==> config.mk <==
export PLATFORM = sky130hd
export DESIGN_NAME = tfa_ctrl
export DESIGN_NICKNAME = d
export VERILOG_FILES = /design/src/rtl/tfa_pkg.sv /design/src/rtl/tfa_ctrl.sv
export SDC_FILE = /design/constraint.sdc
export NUM_CORES = 1
export LEC_CHECK = 0
export ABC_AREA = 1
export BUFFER_PORTS_ARGS = -buffer_cell sky130_fd_sc_hd__buf_2
export CAP_MARGIN = 10
export CORE_AREA = 2 2 39 41
export DETAILED_ROUTE_END_ITERATION = 12
export DIE_AREA = 0 0 41 43
export PLACE_DENSITY = 0.53
export SYNTH_ARGS = -nofsm -noshare
export SYNTH_HDL_FRONTEND = slang
export SYNTH_SLANG_ARGS = --single-unit
==> constraint.sdc <==
create_clock -name clk -period 1.8 [get_ports clk]
set_clock_uncertainty 0.05 [all_clocks]
set_input_delay 0.18 -clock clk [delete_from_list [all_inputs] [get_ports clk]]
set_output_delay 0.18 -clock clk [all_outputs]
set_load 0.1 [all_outputs]
==> src/rtl/tfa_pkg.sv <==
// Shared constants and controller/datapath interface types for the
// temporal frame averager. No dependencies.
`default_nettype none
package tfa_pkg;

  localparam int unsigned MAX_PIXELS_DEF    = 65536;
  localparam int unsigned SAMPLE_BITS_DEF   = 16;
  localparam int unsigned FRACTION_BITS_DEF = 8;

  localparam int unsigned CFG_W     = 17;
  localparam int unsigned FRAMES_W  = 9;
  localparam int unsigned SEEN_W    = 8;
  localparam int unsigned CFG_IDX_W = 1;

  localparam logic [CFG_IDX_W-1:0] REG_FRAME_PIXELS      = 1'b0;
  localparam logic [CFG_IDX_W-1:0] REG_FRAMES_TO_AVERAGE = 1'b1;

  localparam logic [CFG_W-1:0]    FRAME_PIXELS_RESET = 17'd65536;
  localparam logic [FRAMES_W-1:0] FRAMES_RESET       = 9'd4;
  localparam logic [FRAMES_W-1:0] FRAMES_MAX         = 9'd256;

  typedef struct packed {
    logic clear;
    logic take;
    logic accum;
    logic divide;
    logic load;
  } tfa_cmd_t;

  typedef struct packed {
    logic clear_done;
    logic emit;
    logic div_done;
  } tfa_status_t;

endpackage
`default_nettype wire

==> src/rtl/tfa_ctrl.sv <==
// Sequencer for the temporal frame averager: clearing pass, request
// intake, accumulate, divide and send. Depends on tfa_pkg.
`default_nettype none
module tfa_ctrl (
  input  wire logic           clk,
  input  wire logic           rst,
  input  wire logic           in_valid,
  output logic                in_stall,
  output logic                out_valid,
  input  wire logic           out_stall,
  output tfa_pkg::tfa_cmd_t   cmd,
  input  tfa_pkg::tfa_status_t status
);
  import tfa_pkg::*;

  localparam logic [2:0] S_CLEAR  = 3'd0;
  localparam logic [2:0] S_IDLE   = 3'd1;
  localparam logic [2:0] S_READ   = 3'd2;
  localparam logic [2:0] S_ACCUM  = 3'd3;
  localparam logic [2:0] S_DIVIDE = 3'd4;
  localparam logic [2:0] S_SEND   = 3'd5;

  logic [2:0] state, state_next;
  logic       slot_free;

  assign slot_free = !out_valid || !out_stall;

  always_ff @(posedge clk) begin
    if (rst) state <= S_CLEAR;
    else     state <= state_next;
  end

  always_comb begin
    state_next = state;
    cmd        = '0;
    unique case (state)
      S_CLEAR: begin
        cmd.clear = 1'b1;
        if (status.clear_done) state_next = S_IDLE;
      end
      S_IDLE: begin
        if (in_valid) begin
          cmd.take   = 1'b1;
          state_next = S_READ;
        end
      end
      S_READ: state_next = S_ACCUM;
      S_ACCUM: begin
        cmd.accum  = 1'b1;
        state_next = status.emit ? S_DIVIDE : S_IDLE;
      end
      S_DIVIDE: begin
        cmd.divide = 1'b1;
        if (status.div_done) state_next = S_SEND;
      end
      S_SEND: begin
        if (slot_free) begin
          cmd.load   = 1'b1;
          state_next = S_IDLE;
        end
      end
      default: state_next = S_CLEAR;
    endcase
  end

  always_ff @(posedge clk) begin
    if (rst)             out_valid <= 1'b0;
    else if (cmd.load)   out_valid <= 1'b1;
    else if (!out_stall) out_valid <= 1'b0;
  end

  assign in_stall = (state != S_IDLE);

endmodule
`default_nettype wire

==> run metrics <==
share of layout cells above drive strength 1=0.4627; global placement routability congestion=0.6989; result of the run=finished, final reports clean; final critical-path setup slack=0.1794 ns; I/O Buffers=13; Syn Inst Count=52; chip height=43 um; final-layout fill cell count=150; final worst-path cycle share=0.9003; master cell of the clock root buffer=clkbuf_4; count of nets left with antenna violations after detail routing=0; type of the worst setup path=register to primary output; highest achievable clock rate=617.1 MHz; post-route minimum period=1.621 ns; distinct cell type count after synthesis=15; Area growth syn-to-layout=41.18%; maximum root-to-sink buffer count=2; post-synthesis sequential element count=4; proportion of synthesized chip area in sequential cells=0.2510; routed via count=319; number of slew-limit violations in the final report=0; net count after synthesis=59; average vias per placed instance=3.843; initial antenna violation count=0; number of placement rows=14; max cap viols=0; clock network latency to the later pin of the worst-skew pair=0.23 ns; Clock transition at path regs=0.04 ns; ANT cells=0; detailed-placement wirelength estimate=529.2 um; Total Nets Final=76; clock sinks=4; wire length of the first global-routing pass=1.007 mm; pin count of the biggest net entering global routing=9; Post-Layout Cell Count=83; CTS tree=done; accumulated negative setup slack=0 ns; total area of sequential cells=80.08 um^2; post-synthesis cell area=319.1 um^2; final count of hold timing violations=0; relative slew slack=0.6765; path class of the lowest-slack min-delay path=input pin to register; total setup violations reported at the end of the flow=0; setup repair after global routing missed its margin=no; DRC Markers=0; aggregate routed wire length=626 um; Die Footprint=0.001763 mm^2; via count of the first global-routing pass=286; Worst Path Max Fanout=4; All-Layer GR Usage=0.08744; kind of start point of the critical path=register; area of the core=0.001384 mm^2; Clock H-tree levels=1; TritonCTS buffer count=3; effective utilization at floorplan=0.2306; number of gates given a new drive strength after cts=0; worst path arrival time=1.39 ns; die boundary width=41 um; Initial DRC Count=2; placed cell count=80; Avg Cell Area, Syn=6.136 um^2; area of the multi-input gates=195.2 um^2; I/O Pins=14; required time at the endpoint of the critical path=1.57 ns; Post-CTS Hold Buffers=0; WHS=0.09199 ns; pre-CTS setup slack=0.4187 ns; per-cell routed wire length=7.542 um; kind of end point of the critical path=primary output; DR pass1 iterations=2; actual slew at the worst max-slew pin=0.4886 ns; post-CTS setup-driven buffer insertion count=0; warning count from the yosys run=0; Congestion Overflow GR=0
## synth_stat cells (all sizes together)
cell | number | share of area
nand3 | 3 | 0.047
nor2 | 11 | 0.21
a21oi | 1 | 0.016
nand2 | 13 | 0.17
nor3 | 1 | 0.031
dfxtp | 4 | 0.25
o21ai | 2 | 0.031
inv | 14 | 0.16
a22oi | 1 | 0.024
nand3b | 1 | 0.024
buf | 1 | 0.035
## per-stage QoR
step             util  area, um^2
6_report       0.3255       450.4
2_1_floorplan       -       339.1
3_3_place_gp   0.3092       427.9
3_5_place_dp   0.3092       427.9
4_1_cts        0.3255       450.4
5_1_grt        0.3255       450.4
## final cells by class
type	count	area share
multi-input cells	33	0.4333
repair buffers	13	0.1778
well taps	16	0.04444
inverters	14	0.1167
flip-flops and latches	4	0.1778
clock buffers	3	0.05000
## state kept, by name, summed over array words and instances (netlist names)
signal     flops
out_valid      1
state          3
## placed cells by master, fill, tap and decap left out
master	instances
inv_1	12
nor2_1	2
inv_2	2
nand2_1	10
nor2_4	4
o21ai_1	2
nor3_2	1
nand3_1	3
buf_2	12
buf_12	1
dfxtp_1	4
nor2_2	5
nand2_2	3
a22oi_1	1
clkbuf_4	3
a21oi_1	1
nand3b_1	1
## per-layer routing
metal  up-vias  GRT usage  routed length, um
met1       123     0.1032                308
li1        184          -                  -
met4         0    0.08000                  0
met3         0    0.01571                 62
met2        12     0.1250                254
met5         -          0                  0
## cell families after synthesis
kind of cell | share of synthesized area
simple gates | 0.4784
compound gates | 0.07058
flops | 0.2510
buf+inv | 0.2000
## worst max-delay path: stages, from the launching register on
cell and delay, ns:
dfxtp_1 0.38, inv_2 0.07, nor2_4 0.12, nand2_2 0.08, nor2_4 0.09, buf_2 0.42
## worst paths after layout
check | from | slack [ns] | to | cells after the start
max | state[0] | 0.18 | cmd[3] | 5
max reg2reg | state[2] | 0.56 | state[2] | 7
min reg2reg | out_valid | 0.43 | out_valid | 2
min | rst | 0.09 | out_valid | 2
Power is not shown: default switching activity piles up to over one toggle a cycle in this logic, so the estimate is an artifact.
